===== src/assert_macros.svh =====
// assertion macros used by the selector rtl file
`ifndef ASSERT_MACROS_SVH
`define ASSERT_MACROS_SVH

// same-cycle implication
`define ASSERT_IMPL(lbl, clk, rst_n, ante, cons) \
	lbl: assert property (@(posedge clk) disable iff (!rst_n) (ante) |-> (cons)) \
		else $error("assertion failed");

// next-cycle implication
`define ASSERT_NEXT(lbl, clk, rst_n, ante, cons) \
	lbl: assert property (@(posedge clk) disable iff (!rst_n) (ante) |=> (cons)) \
		else $error("assertion failed");

`endif


===== src/wlcs_pkg.sv =====
// types, codes and helpers of the weighted least-connections selector
package wlcs_pkg;

	localparam logic [1:0] KIND_PICK = 2'd0;
	localparam logic [1:0] KIND_REL  = 2'd1;
	localparam logic [1:0] KIND_WR   = 2'd2;

	localparam logic [1:0] ST_SEL  = 2'd0;
	localparam logic [1:0] ST_BUSY = 2'd1;
	localparam logic [1:0] ST_DONE = 2'd2;

	typedef struct packed {
		logic [15:0]        conn;
		logic [7:0]         weight;
		logic [7:0]         eff;
		logic signed [15:0] cur;
		logic [7:0]         fail;
		logic [7:0]         fmax;
		logic [15:0]        fwin;
		logic [31:0]        last;
		logic               down;
		logic               backup;
	} entry_t;

	function automatic entry_t rst_entry();
		entry_t e;
		e = '0;
		e.weight = 8'd1;
		e.eff = 8'd1;
		return e;
	endfunction

	function automatic logic [15:0] sat16(input logic signed [23:0] v);
		logic [15:0] r;
		if (v > 24'sd32767)
			r = 16'h7fff;
		else if (v < -24'sd32768)
			r = 16'h8000;
		else
			r = v[15:0];
		return r;
	endfunction

	function automatic logic usable(input entry_t e, input logic tried, input logic want_bk,
			input logic [31:0] now);
		logic blocked;
		logic [31:0] age;
		age = now - e.last;
		blocked = (e.fmax != 8'd0) && (e.fail >= e.fmax) && (age <= {16'd0, e.fwin});
		return !tried && !e.down && (e.backup == want_bk) && !blocked;
	endfunction

endpackage


===== src/wlcs_table.sv =====
// server table memory with one read and one write port and per-entry valid bits
module wlcs_table import wlcs_pkg::*; #(
	parameter int NUM_SERVERS = 16,
	parameter int IDX_W = 4
) (
	input  logic             clk,
	input  logic             arst_n,
	input  logic             rd_en,
	input  logic [IDX_W-1:0] rd_addr,
	output entry_t           rd_data,
	input  logic             wr_en,
	input  logic [IDX_W-1:0] wr_addr,
	input  entry_t           wr_data
);
	entry_t mem [NUM_SERVERS];
	logic [NUM_SERVERS-1:0] vld_q;
	entry_t rd_q;
	logic rd_vld_q;

	always_ff @(posedge clk) begin
		if (wr_en)
			mem[wr_addr] <= wr_data;
		if (rd_en)
			rd_q <= mem[rd_addr];
	end

	always_ff @(posedge clk or negedge arst_n) begin
		if (!arst_n) begin
			vld_q <= '0;
			rd_vld_q <= 1'b0;
		end else begin
			if (wr_en)
				vld_q[wr_addr] <= 1'b1;
			if (rd_en)
				rd_vld_q <= vld_q[rd_addr];
		end
	end

	// never-written entries read as their reset contents
	assign rd_data = rd_vld_q ? rd_q : rst_entry();

endmodule


===== src/weighted_least_conn_selector.sv =====
// Weighted least-connections server selector. All per-server state sits in one table
// memory with a single registered read port and one write port. A pick walks the
// table one entry per cycle: a least-ratio walk over the primaries, a tie walk from
// the least entry upward when there are ties, a second least walk over the backups if
// no primary is eligible, and a clearing sweep when nothing is eligible; the chosen
// entry then takes a read-modify-write. A pick that continues a request already in the
// backup group walks only the backups. The next item is taken once the previous result
// is in the output register.
`include "assert_macros.svh"
module weighted_least_conn_selector import wlcs_pkg::*; #(
	parameter int NUM_SERVERS = 16
) (
	input  logic        clk,
	input  logic        arst_n,
	input  logic        s_tvalid,
	output logic        s_tready,
	// new_request, now, server, failed, weight, fail_limit, timeout, is_down, is_backup
	input  logic [71:0] s_tdata,
	// kind
	input  logic [1:0]  s_tuser,
	output logic        m_tvalid,
	input  logic        m_tready,
	// chosen, from_backup, zero fill
	output logic [7:0]  m_tdata,
	// status
	output logic [1:0]  m_tuser
);
	localparam int IDX_W = $clog2(NUM_SERVERS);
	localparam int CNT_W = $clog2(NUM_SERVERS + 1);
	localparam logic [CNT_W-1:0] CNT_N = CNT_W'(NUM_SERVERS);

	localparam logic [2:0] S_IDLE  = 3'd0;
	localparam logic [2:0] S_LEAST = 3'd1;
	localparam logic [2:0] S_TIE   = 3'd2;
	localparam logic [2:0] S_FIN   = 3'd3;
	localparam logic [2:0] S_CLR   = 3'd4;
	localparam logic [2:0] S_UPD   = 3'd5;
	localparam logic [2:0] S_OUT   = 3'd6;

	logic [2:0] state_q;
	logic [1:0] kind_q;
	logic [31:0] now_q;
	logic failed_q, down_q, bkup_q;
	logic [7:0] weight_q, flim_q;
	logic [15:0] tout_q;

	logic [CNT_W-1:0] rd_cnt_q, lim_q;
	logic v_s1;
	logic [IDX_W-1:0] idx_s1;

	logic [NUM_SERVERS-1:0] tried_q;
	logic bk_phase_q, want_bk_q, clr_all_q;
	logic found_q, many_q;
	logic [IDX_W-1:0] best_q;
	logic [15:0] best_conn_q;
	logic [7:0] best_w_q;
	logic signed [15:0] best_cur_q;
	logic [16:0] total_q;

	logic [1:0] res_status_q;
	logic [3:0] res_chosen_q;
	logic res_bk_q;
	logic [3:0] m_chosen_q;
	logic m_bk_q;
	logic [1:0] m_status_q;
	logic m_tvalid_q;

	logic rd_en, wr_en;
	logic [IDX_W-1:0] rd_addr, wr_addr;
	entry_t rd_data, wr_data, e;
	logic ok, tie_hit, walking, walk_done, accept, srv_ok;
	logic [23:0] lhs, rhs;
	logic signed [15:0] cur_add;
	logic [31:0] srv_ext, best_ext;

	wlcs_table #(.NUM_SERVERS(NUM_SERVERS), .IDX_W(IDX_W)) u_table (
		.clk(clk), .arst_n(arst_n),
		.rd_en(rd_en), .rd_addr(rd_addr), .rd_data(rd_data),
		.wr_en(wr_en), .wr_addr(wr_addr), .wr_data(wr_data)
	);

	assign s_tready = (state_q == S_IDLE);
	assign accept = s_tvalid && s_tready;
	assign srv_ext = {28'd0, s_tdata[36:33]};
	assign srv_ok = srv_ext < 32'(NUM_SERVERS);
	assign best_ext = 32'(best_q);

	assign walking = (state_q == S_LEAST) || (state_q == S_TIE) || (state_q == S_FIN) ||
		(state_q == S_CLR) || (state_q == S_UPD);
	assign rd_en = walking && (rd_cnt_q < lim_q);
	assign rd_addr = rd_cnt_q[IDX_W-1:0];
	assign walk_done = (rd_cnt_q == lim_q) && !v_s1;

	assign e = rd_data;
	assign ok = usable(e, tried_q[idx_s1], want_bk_q, now_q);
	assign lhs = 24'(e.conn) * 24'(best_w_q);
	assign rhs = 24'(best_conn_q) * 24'(e.weight);
	assign tie_hit = v_s1 && ok && (lhs == rhs);
	assign cur_add = sat16({{8{e.cur[15]}}, e.cur} + $signed({16'd0, e.eff}));
	assign wr_addr = idx_s1;

	always_comb begin
		wr_en = 1'b0;
		wr_data = e;
		case (state_q)
			S_TIE: begin
				if (tie_hit) begin
					wr_en = 1'b1;
					wr_data.cur = cur_add;
					if (e.eff < e.weight)
						wr_data.eff = e.eff + 8'd1;
				end
			end
			S_FIN: begin
				if (v_s1) begin
					wr_en = 1'b1;
					wr_data.cur = sat16({{8{e.cur[15]}}, e.cur} - $signed({7'd0, total_q}));
					wr_data.last = now_q;
					if (e.conn != 16'hffff)
						wr_data.conn = e.conn + 16'd1;
				end
			end
			S_CLR: begin
				if (v_s1 && (clr_all_q || e.backup)) begin
					wr_en = 1'b1;
					wr_data.fail = 8'd0;
				end
			end
			S_UPD: begin
				if (v_s1) begin
					wr_en = 1'b1;
					if (kind_q == KIND_REL) begin
						if (e.conn != 16'd0)
							wr_data.conn = e.conn - 16'd1;
						if (failed_q) begin
							if (e.fail != 8'hff)
								wr_data.fail = e.fail + 8'd1;
							wr_data.last = now_q;
						end
					end else begin
						wr_data.weight = weight_q;
						wr_data.eff = weight_q;
						wr_data.cur = '0;
						wr_data.fail = 8'd0;
						wr_data.fmax = flim_q;
						wr_data.fwin = tout_q;
						wr_data.down = down_q;
						wr_data.backup = bkup_q;
					end
				end
			end
			default: ;
		endcase
	end

	always_ff @(posedge clk) begin
		if (accept) begin
			kind_q <= s_tuser;
			now_q <= s_tdata[32:1];
			failed_q <= s_tdata[37];
			weight_q <= s_tdata[45:38];
			flim_q <= s_tdata[53:46];
			tout_q <= s_tdata[69:54];
			down_q <= s_tdata[70];
			bkup_q <= s_tdata[71];
		end
		if (rd_en)
			idx_s1 <= rd_addr;
	end

	always_ff @(posedge clk or negedge arst_n) begin
		if (!arst_n) begin
			state_q <= S_IDLE;
			rd_cnt_q <= '0;
			lim_q <= '0;
			v_s1 <= 1'b0;
			tried_q <= '0;
			bk_phase_q <= 1'b0;
			want_bk_q <= 1'b0;
			clr_all_q <= 1'b0;
			found_q <= 1'b0;
			many_q <= 1'b0;
			best_q <= '0;
			best_conn_q <= '0;
			best_w_q <= '0;
			best_cur_q <= '0;
			total_q <= '0;
			res_status_q <= ST_DONE;
			res_chosen_q <= '0;
			res_bk_q <= 1'b0;
			m_tvalid_q <= 1'b0;
			m_status_q <= ST_DONE;
			m_chosen_q <= '0;
			m_bk_q <= 1'b0;
		end else begin
			v_s1 <= rd_en;
			if (rd_en)
				rd_cnt_q <= rd_cnt_q + 1'b1;
			if (m_tvalid_q && m_tready && state_q != S_OUT)
				m_tvalid_q <= 1'b0;
			case (state_q)
				S_IDLE: begin
					if (accept) begin
						res_status_q <= ST_DONE;
						res_chosen_q <= '0;
						res_bk_q <= 1'b0;
						case (s_tuser)
							KIND_PICK: begin
								if (s_tdata[0]) begin
									tried_q <= '0;
									bk_phase_q <= 1'b0;
									want_bk_q <= 1'b0;
								end else begin
									want_bk_q <= bk_phase_q;
								end
								clr_all_q <= 1'b0;
								found_q <= 1'b0;
								many_q <= 1'b0;
								rd_cnt_q <= '0;
								lim_q <= CNT_N;
								state_q <= S_LEAST;
							end
							KIND_REL, KIND_WR: begin
								if (srv_ok) begin
									rd_cnt_q <= CNT_W'(srv_ext[IDX_W-1:0]);
									lim_q <= CNT_W'(srv_ext[IDX_W-1:0]) + 1'b1;
									state_q <= S_UPD;
								end else begin
									state_q <= S_OUT;
								end
							end
							default: state_q <= S_OUT;
						endcase
					end
				end
				S_LEAST: begin
					if (v_s1 && ok) begin
						if (!found_q || lhs < rhs) begin
							found_q <= 1'b1;
							many_q <= 1'b0;
							best_q <= idx_s1;
							best_conn_q <= e.conn;
							best_w_q <= e.weight;
						end else if (lhs == rhs) begin
							many_q <= 1'b1;
						end
					end
					if (walk_done) begin
						total_q <= '0;
						if (!found_q) begin
							if (!want_bk_q) begin
								// primaries exhausted: move on to the backup group
								want_bk_q <= 1'b1;
								bk_phase_q <= 1'b1;
								clr_all_q <= 1'b1;
								tried_q <= '0;
								rd_cnt_q <= '0;
							end else begin
								rd_cnt_q <= '0;
								state_q <= S_CLR;
							end
						end else begin
							rd_cnt_q <= CNT_W'(best_q);
							lim_q <= many_q ? CNT_N : CNT_W'(best_q) + 1'b1;
							state_q <= many_q ? S_TIE : S_FIN;
						end
					end
				end
				S_TIE: begin
					if (tie_hit) begin
						total_q <= total_q + 17'(e.eff);
						if (idx_s1 == best_q) begin
							best_cur_q <= cur_add;
						end else if (cur_add > best_cur_q) begin
							best_q <= idx_s1;
							best_conn_q <= e.conn;
							best_w_q <= e.weight;
							best_cur_q <= cur_add;
						end
					end
					if (walk_done) begin
						rd_cnt_q <= CNT_W'(best_q);
						lim_q <= CNT_W'(best_q) + 1'b1;
						state_q <= S_FIN;
					end
				end
				S_FIN: begin
					if (v_s1) begin
						tried_q[best_q] <= 1'b1;
						res_status_q <= ST_SEL;
						res_chosen_q <= best_ext[3:0];
						res_bk_q <= want_bk_q;
						state_q <= S_OUT;
					end
				end
				S_CLR: begin
					if (walk_done) begin
						res_status_q <= ST_BUSY;
						state_q <= S_OUT;
					end
				end
				S_UPD: begin
					if (v_s1)
						state_q <= S_OUT;
				end
				S_OUT: begin
					if (!m_tvalid_q || m_tready) begin
						m_tvalid_q <= 1'b1;
						m_status_q <= res_status_q;
						m_chosen_q <= res_chosen_q;
						m_bk_q <= res_bk_q;
						state_q <= S_IDLE;
					end
				end
				default: state_q <= S_IDLE;
			endcase
		end
	end

	assign m_tvalid = m_tvalid_q;
	assign m_tuser = m_status_q;
	assign m_tdata = {3'd0, m_bk_q, m_chosen_q};

	`ASSERT_IMPL(a_rw_apart, clk, arst_n, wr_en && rd_en, wr_addr != rd_addr)
	`ASSERT_NEXT(a_busy_after_transfer, clk, arst_n, accept, state_q != S_IDLE)
	`ASSERT_IMPL(a_no_read_idle, clk, arst_n, state_q == S_IDLE || state_q == S_OUT, !v_s1)
	`ASSERT_NEXT(a_pick_marks_tried, clk, arst_n, state_q == S_FIN && v_s1,
		tried_q[$past(best_q)])

endmodule

===== config.mk =====
export PLATFORM = sky130hd
export DESIGN_NAME = weighted_least_conn_selector
export DESIGN_NICKNAME = d
export VERILOG_FILES = /design/src/wlcs_pkg.sv /design/src/wlcs_table.sv /design/src/weighted_least_conn_selector.sv
export VERILOG_INCLUDE_DIRS = /design/src /design/src/src
export SDC_FILE = /design/constraint.sdc
export NUM_CORES = 2
export LEC_CHECK = 0
export BUFFER_PORTS_ARGS = -buffer_cell sky130_fd_sc_hd__buf_2
export CORE_UTILIZATION = 40
export DETAILED_ROUTE_END_ITERATION = 16
export GPL_ROUTABILITY_DRIVEN = 1
export GPL_TIMING_DRIVEN = 1
export PLACE_DENSITY = 0.54
export SKIP_CTS_REPAIR_TIMING = 1
export SYNTH_ARGS = -nofsm -noshare
export SYNTH_HDL_FRONTEND = slang
export SYNTH_SLANG_ARGS = --single-unit

===== constraint.sdc =====
create_clock -name clk -period 14.8 [get_ports clk]
set_clock_uncertainty 0.2 [all_clocks]
set_input_delay 3.7 -clock clk [delete_from_list [all_inputs] [get_ports clk]]
set_output_delay 3.7 -clock clk [all_outputs]
set_load 0.02 [all_outputs]

# Yosys cells after proc, flatten, opt, wreduce, memory -nomap -nowiden
# Memory sizes are Yosys's and may differ from the RTL's. A register that Yosys moved wholly into a read port is not among the register bits.
# Cells that the tools add are included.
# word_totals
register_bits	201
mem_bits_rw	1824
inputBits	78
out_inout_bits	12
wordCells	293
mem_count	1
# op_classes
addsub	11
mul	2
n_lt_le_gt_ge	16
n_eq_ne	37
muxes	137
bitwise	2
reduce_logical	54
# memory_table
memory	depth	word_bits	read_ports	rd_ports_with_merged_regs	wr	line_no	rtl
u_table.mem	16	114	1	1	1	wlcs_table.sv:15	entry_t mem [NUM_SERVERS];
# ops
cell	count
$mux W16	23
$mux W114	2
$mux W32	4
$pmux W16 S3	2
$mux W8	11
$mux W24	3
$pmux W16 S2	2
$pmux W32 S2	1
$mux W5	11
$mul A16 B8 Y24	2
$pmux W8 S2	3
$mux W17	2
$pmux W17 S2	1
$le A32 B16 Y1	1
$mux W4	8
$or A16 B16 Y16	2
$sub A32 B32 Y32	1
$mux W1	30
$pmux W5 S3	2
$eq A24 B24 Y1	1
$lt A24 B24 Y1	1
$mux W3	8
$lt A4 B5 Y1 const B	4
$ne A2 B2 Y1 const B	10
57 further kinds	124

# Longest topological paths before layout
# logic_depth
word_depth	12
ltp_mapped	40
depth_no_buf	32

# Hierarchy
# Synthesis repeated with hierarchy kept, for this count alone.
# hier_totals
cells_unflattened	5596
area_unflattened_um2	97001.8
# by_module_without_submodules
mod	instances	cells_per_inst	area_each_um2	seq_area_each_um2
wlcs_table	1	2826	73284.0	58621.2
weighted_least_conn_selector	1	2770	23717.7	4972.3

# Worst setup path before layout
# OpenSTA, ideal clock, no wires.
# synth_path
kind	register to register
from	reg u_table.rd_vld_q
to	mem u_table.mem[11][0] in the netlist's numbering (enable)
setup_ns	0.589
arrival_ns	12.867
t_required_ns	14.011
path_slack_ns	1.144
stages_incl_launch_ff	37
n_path_buf	9
period_less_slack_ns	13.656
cell_sequence	dfrtp_1 -> buf_2 -> clkbuf_1 -> clkbuf_1 -> clkbuf_1 -> clkbuf_1 -> clkbuf_1 -> clkbuf_1 -> buf_1 -> nand3_1 -> fa_1 -> inv_1 -> ha_1 -> inv_1 -> fa_1 -> inv_1 -> fa_1 -> a21o_1 -> a21oi_1 -> o21bai_1 -> a2111oi_0 -> o31ai_1 -> o41ai_1 -> o21ai_1 -> o41a_1 -> a21o_1 -> a21oi_1 -> xnor2_1 -> ha_1 -> nand4_1 -> nor2_1 -> nand4_1 -> nor2_1 -> a21oi_1 -> or3b_1 -> buf_2 -> nor2_1
# synth_via
elab_chain_len	12
elab_cells_between_ends	25
cone_classes	add/sub: 1; mul: 2; order compare: 2; eq/ne: 2; mux: 6; reduce/logical: 12
# synth_rtl
element	line_no	rtl
start: declaration	wlcs_table.sv:18	logic rd_vld_q;
start signal: assignment	wlcs_table.sv:35	rd_vld_q <= vld_q[rd_addr];
$mux W114 (*)	wlcs_table.sv:40	assign rd_data = rd_vld_q ? rd_q : rst_entry();
$sub A32 B32 Y32, or another cell as far along	wlcs_pkg.sv:48	age = now - e.last;
$le A32 B16 Y1 / $logic_and A1 B1 Y1 (equally long branches)	wlcs_pkg.sv:49	blocked = (e.fmax != 8'd0) && (e.fail >= e.fmax) && (age <= {16'd0, e.fwin});
$logic_and A1 B1 Y1	wlcs_pkg.sv:49	
$logic_not A1 Y1	wlcs_pkg.sv:50	return !tried && !e.down && (e.backup == want_bk) && !blocked;
$logic_and A1 B1 Y1	wlcs_pkg.sv:50	
$logic_and A1 B1 Y1 (2 in a row)	weighted_least_conn_selector.sv:98	assign tie_hit = v_s1 && ok && (lhs == rhs);
$mux W1	weighted_least_conn_selector.sv:107	if (tie_hit) begin
$pmux W1 S3 (*)	weighted_least_conn_selector.sv:105	case (state_q)
$mux W1 (*)	wlcs_table.sv:21	if (wr_en)
$mux W1 (not written as such) (*)	wlcs_table.sv:22	mem[wr_addr] <= wr_data;
end: declaration	wlcs_table.sv:15	
# Mark *: on every way between the ends. The rest lies on a longest branch, timed or not.

# Worst setup path in the final report
# layout_path
from	reg u_table.rd_vld_q
to	mem u_table.mem[12][110] in the netlist's numbering (enable)
# The elaborated chain is that of the path after synthesis.

==> flow_summary.rst <==
.. list-table::
   :header-rows: 1

   * - Metric
     - Value
   * - Final setup vio count
     - 0
   * - Power Dens Cells
     - 185 nW/um^2
   * - Critical path launch point type
     - flop
   * - Buffer levels on the longest clock path
     - 3
   * - Maxcap violations
     - 0
   * - Shortest clock period the worst path allows after layout
     - about 11 ns
   * - Distinct cell type count of the synthesized netlist
     - 100
   * - Width of the die
     - roughly 490 um
   * - Worst max-slew margin expressed relative to the limit
     - around 7.7%
   * - First-pass GRT wire length
     - roughly 380000 um
   * - Share of post-route cells with drive strength above 1
     - about a fifth
   * - Global-route congestion overflow total
     - 0
   * - Fraction of power consumed by the clock network
     - between 20% and 30%
   * - Standard cell area after detailed placement
     - 101000 um^2
   * - Placement Rows
     - 180
   * - Deepest level of the CTS H-tree
     - 4
   * - Sequential Power Share
     - just over 40%
   * - Clock transition at the registers of the reported paths
     - around 0.060 ns
   * - Synth async-reset ratio
     - ~6%
   * - Max Transition Viols Final
     - 0
   * - GR Layer Usage met3
     - around 2.9%
   * - Top FF cell, synth
     - sky130_fd_sc_hd__edfxtp_1
   * - Path type of the worst setup path
     - flop to flop
   * - Gr usage total
     - 21.1%
   * - Leakage power
     - 37.8 nW
   * - Sum of net half-perimeters after detailed placement
     - about 160000 um
   * - Max FO, Critical Path
     - 94
   * - Met1 layer usage reported by global route
     - a little under a third
   * - Kind of cell adding the most delay to the critical path
     - simple AND/OR/NAND/NOR gates
   * - Avg Synthesized Cell Area
     - roughly 17 um^2
   * - Number of buffers created by CTS
     - between 200 and 250
   * - Initial detailed-routing violation count
     - approximately 5300
   * - Worst-skew pair later-pin latency
     - roughly 0.87 ns
   * - Die area
     - ~240000 um^2
   * - Core outline area
     - 240000 um^2
   * - Detail Route Antenna Nets
     - 0
   * - Sinks on Clock Net
     - roughly 2100
   * - Starting density of the core
     - between 40% and 50%
   * - Endpoint kind of the worst setup timing path
     - flop
   * - Data required time at the worst endpoint
     - roughly 15 ns
   * - Proportion of total power due to net switching
     - approximately 34%
   * - Cell area after layout
     - around 110000 um^2
   * - Post-detailed-routing wire length
     - 256000 um
   * - Combinational cell fraction of total power
     - between 30% and 40%
   * - Most frequent cell on the critical path
     - sky130_fd_sc_hd__inv_1
   * - Number of antenna violations at the first check in global routing
     - 7
   * - Yosys reg bits
     - roughly 2100
   * - Part of the Yosys area used for sequential elements
     - 65.8%
   * - Outcome
     - complete, no violations
   * - Total number of yosys warnings
     - 0
   * - Internal Dissipation
     - around 13 mW
   * - Routability Congestion
     - between 0.8 and 0.9
   * - Synthesized area
     - 96600 um^2
   * - Buffer and inverter count on the worst path
     - 6
   * - Number of synthesized flops with an enable pin
     - between 2000 and 2500
   * - Count of buffers inserted at the top-level ports
     - 86
   * - Worst-case vdd ir drop
     - between 0.15 and 0.2 mV
   * - Crit path arrival time
     - ~12 ns
   * - GR met2 Demand/Resource
     - 33.0%
   * - Setup repair after global routing missed its margin
     - false
   * - Area added between synthesis and finish
     - 12.2%
   * - Crit share post-route
     - approximately 77%
   * - Number of global-route vias before repair
     - 53037
   * - Total Nets Final
     - between 6000 and 7000
   * - Number of iterations in the first detailed-routing pass
     - 8
   * - Total Neg Setup Slack
     - 0 ns
   * - Die boundary height
     - 493 um
   * - Total vias in the final route
     - about 52000
   * - Num ports
     - 90
   * - Net load switching power
     - ~6.7 mW
   * - Most used cells in the layout excluding fill and tap cells
     - sky130_fd_sc_hd__edfxtp_1, sky130_fd_sc_hd__mux4_2, sky130_fd_sc_hd__nand2_1
   * - Count of final hold-check violations
     - 0
   * - Clock tree root buffer cell
     - sky130_fd_sc_hd__clkbuf_16
   * - Most used routing layer in global routing
     - met2
   * - Tightest Pin Transition
     - roughly 1.4 ns
   * - Remaining design rule violation count
     - 0
   * - Number of instances in the synthesized netlist
     - approximately 5600
   * - Most common cell after layout, fill and taps aside
     - sky130_fd_sc_hd__edfxtp_1
   * - Critical-path top delay cell
     - sky130_fd_sc_hd__dfrtp_4
   * - Path category of the worst min-delay check
     - flop to flop
   * - Maximum operating frequency
     - slightly below 0.09 GHz
   * - Routed wirelength normalized by instance count
     - between 20 and 30 um
   * - Delay of the slowest cell on the worst path
     - ~0.95 ns
   * - Detail-routed via count per cell
     - 5.69
   * - CTS tree
     - built
   * - Largest net degree at the start of global routing
     - around 130
state kept, by name, summed over array words and instances (netlist names), 5 cells and up:
| name | count |
|---|---|
| total_q | 17 |
| best_conn_q | 16 |
| best_cur_q | 16 |
| u_table.rd_q | 114 |
| now_q | 32 |
| tried_q | 16 |
| u_table.vld_q | 16 |
| tout_q | 16 |
| lim_q | 5 |
| best_w_q | 8 |
| weight_q | 8 |
| flim_q | 8 |
| rd_cnt_q | 5 |
| u_table.mem | 1824 |
synth_stat cells, types with 56 or more instances:
cell	number	share of area, %
sky130_fd_sc_hd__nand2_1	392	1.5
sky130_fd_sc_hd__inv_1	270	1.0
sky130_fd_sc_hd__and3_1	127	0.82
sky130_fd_sc_hd__clkbuf_1	207	0.80
sky130_fd_sc_hd__dfrtp_1	126	3.3
sky130_fd_sc_hd__mux4_2	580	14
sky130_fd_sc_hd__xnor2_1	60	0.54
sky130_fd_sc_hd__fa_1	172	3.6
sky130_fd_sc_hd__nor2_1	248	0.96
sky130_fd_sc_hd__nand3_1	89	0.46
sky130_fd_sc_hd__o21ai_0	174	0.90
sky130_fd_sc_hd__a21oi_1	154	0.80
sky130_fd_sc_hd__edfxtp_1	2011	63
sky130_fd_sc_hd__a21o_1	56	0.44
sky130_fd_sc_hd__ha_1	241	3.1
layer usage:
| metal | vias up | part of all wire, % |
|---|---|---|
| li1 | 22493 | - |
| met1 | 27857 | 46 |
| met2 | 1630 | 46 |
| met3 | 313 | 5.4 |
| met4 | 0 | 2.5 |
| met5 | - | 0 |
metrics by stage:
| step | cells | hold WS [ns] | total power [mW] | setup slack, ns | utilization [%] |
|---|---|---|---|---|---|
| 3_3_place_gp | 8772 | 0.257 | 14.8 | 3.70 | 42.2 |
| 2_1_floorplan | 5635 | 0.238 | 12.5 | 1.14 | - |
| 6_report | 9186 | 0.272 | 20.0 | 3.44 | 45.1 |
| 3_5_place_dp | 8772 | 0.261 | 14.8 | 3.51 | 42.2 |
| 5_1_grt | 9184 | 0.290 | 20.9 | 2.75 | 45.1 |
| 4_1_cts | 9184 | 0.275 | 20.2 | 3.44 | 45.1 |
power by group through the flow:
stage               sequential, mW  clock (mW)  combinational [mW]
CTS                           8.23        5.51                6.50
finish                        8.23        5.39                6.43
global placement              8.34           0                6.44
global route                  8.28        5.72                6.91
floorplan                     8.02           0                4.44
detailed placement            8.35           0                6.47
area by class of cell:
type                    instances  area [um^2]
repair buffers                223         1640
multi-input cells            2949        31100
inverters                     276         1040
diodes                          2         5.00
clock buffers                 290         5820
flip-flops and latches       2139        63600
clock inverters               122         1200
well taps                    3185         3990
fillers                     20549       132000
kinds of logic after synthesis:
| group | count (synthesis) | share of synthesized area, % |
|---|---|---|
| xor+xnor | 104 | 0.943 |
| mux | 655 | 14.4 |
| flops | 2139 | 65.8 |
| other cells | 1 | 0.00388 |
| buf+inv | 547 | 2.21 |
| simple gates | 1129 | 5.59 |
| compound gates | 645 | 4.34 |
| fa+ha+maj | 413 | 6.69 |
path summary, 6_finish.rpt:
check / start / endpoint / slack, ns / depth (start not counted)
worst max-delay path: u_table.rd_vld_q / u_table.mem[12][110] / 3.44 / 28
worst min-delay path: u_table.vld_q[11] / u_table.vld_q[11] / 0.27 / 1
worst max register to register: u_table.rd_vld_q / u_table.mem[12][110] / 3.44 / 28
worst min register to register: u_table.vld_q[11] / u_table.vld_q[11] / 0.27 / 1
max in group asynchronous: arst_n / best_cur_q[0] / 10.42 / 2
min in group asynchronous: arst_n / m_tvalid / 2.74 / 1
Note: power is estimated with default switching activity, not from simulation.
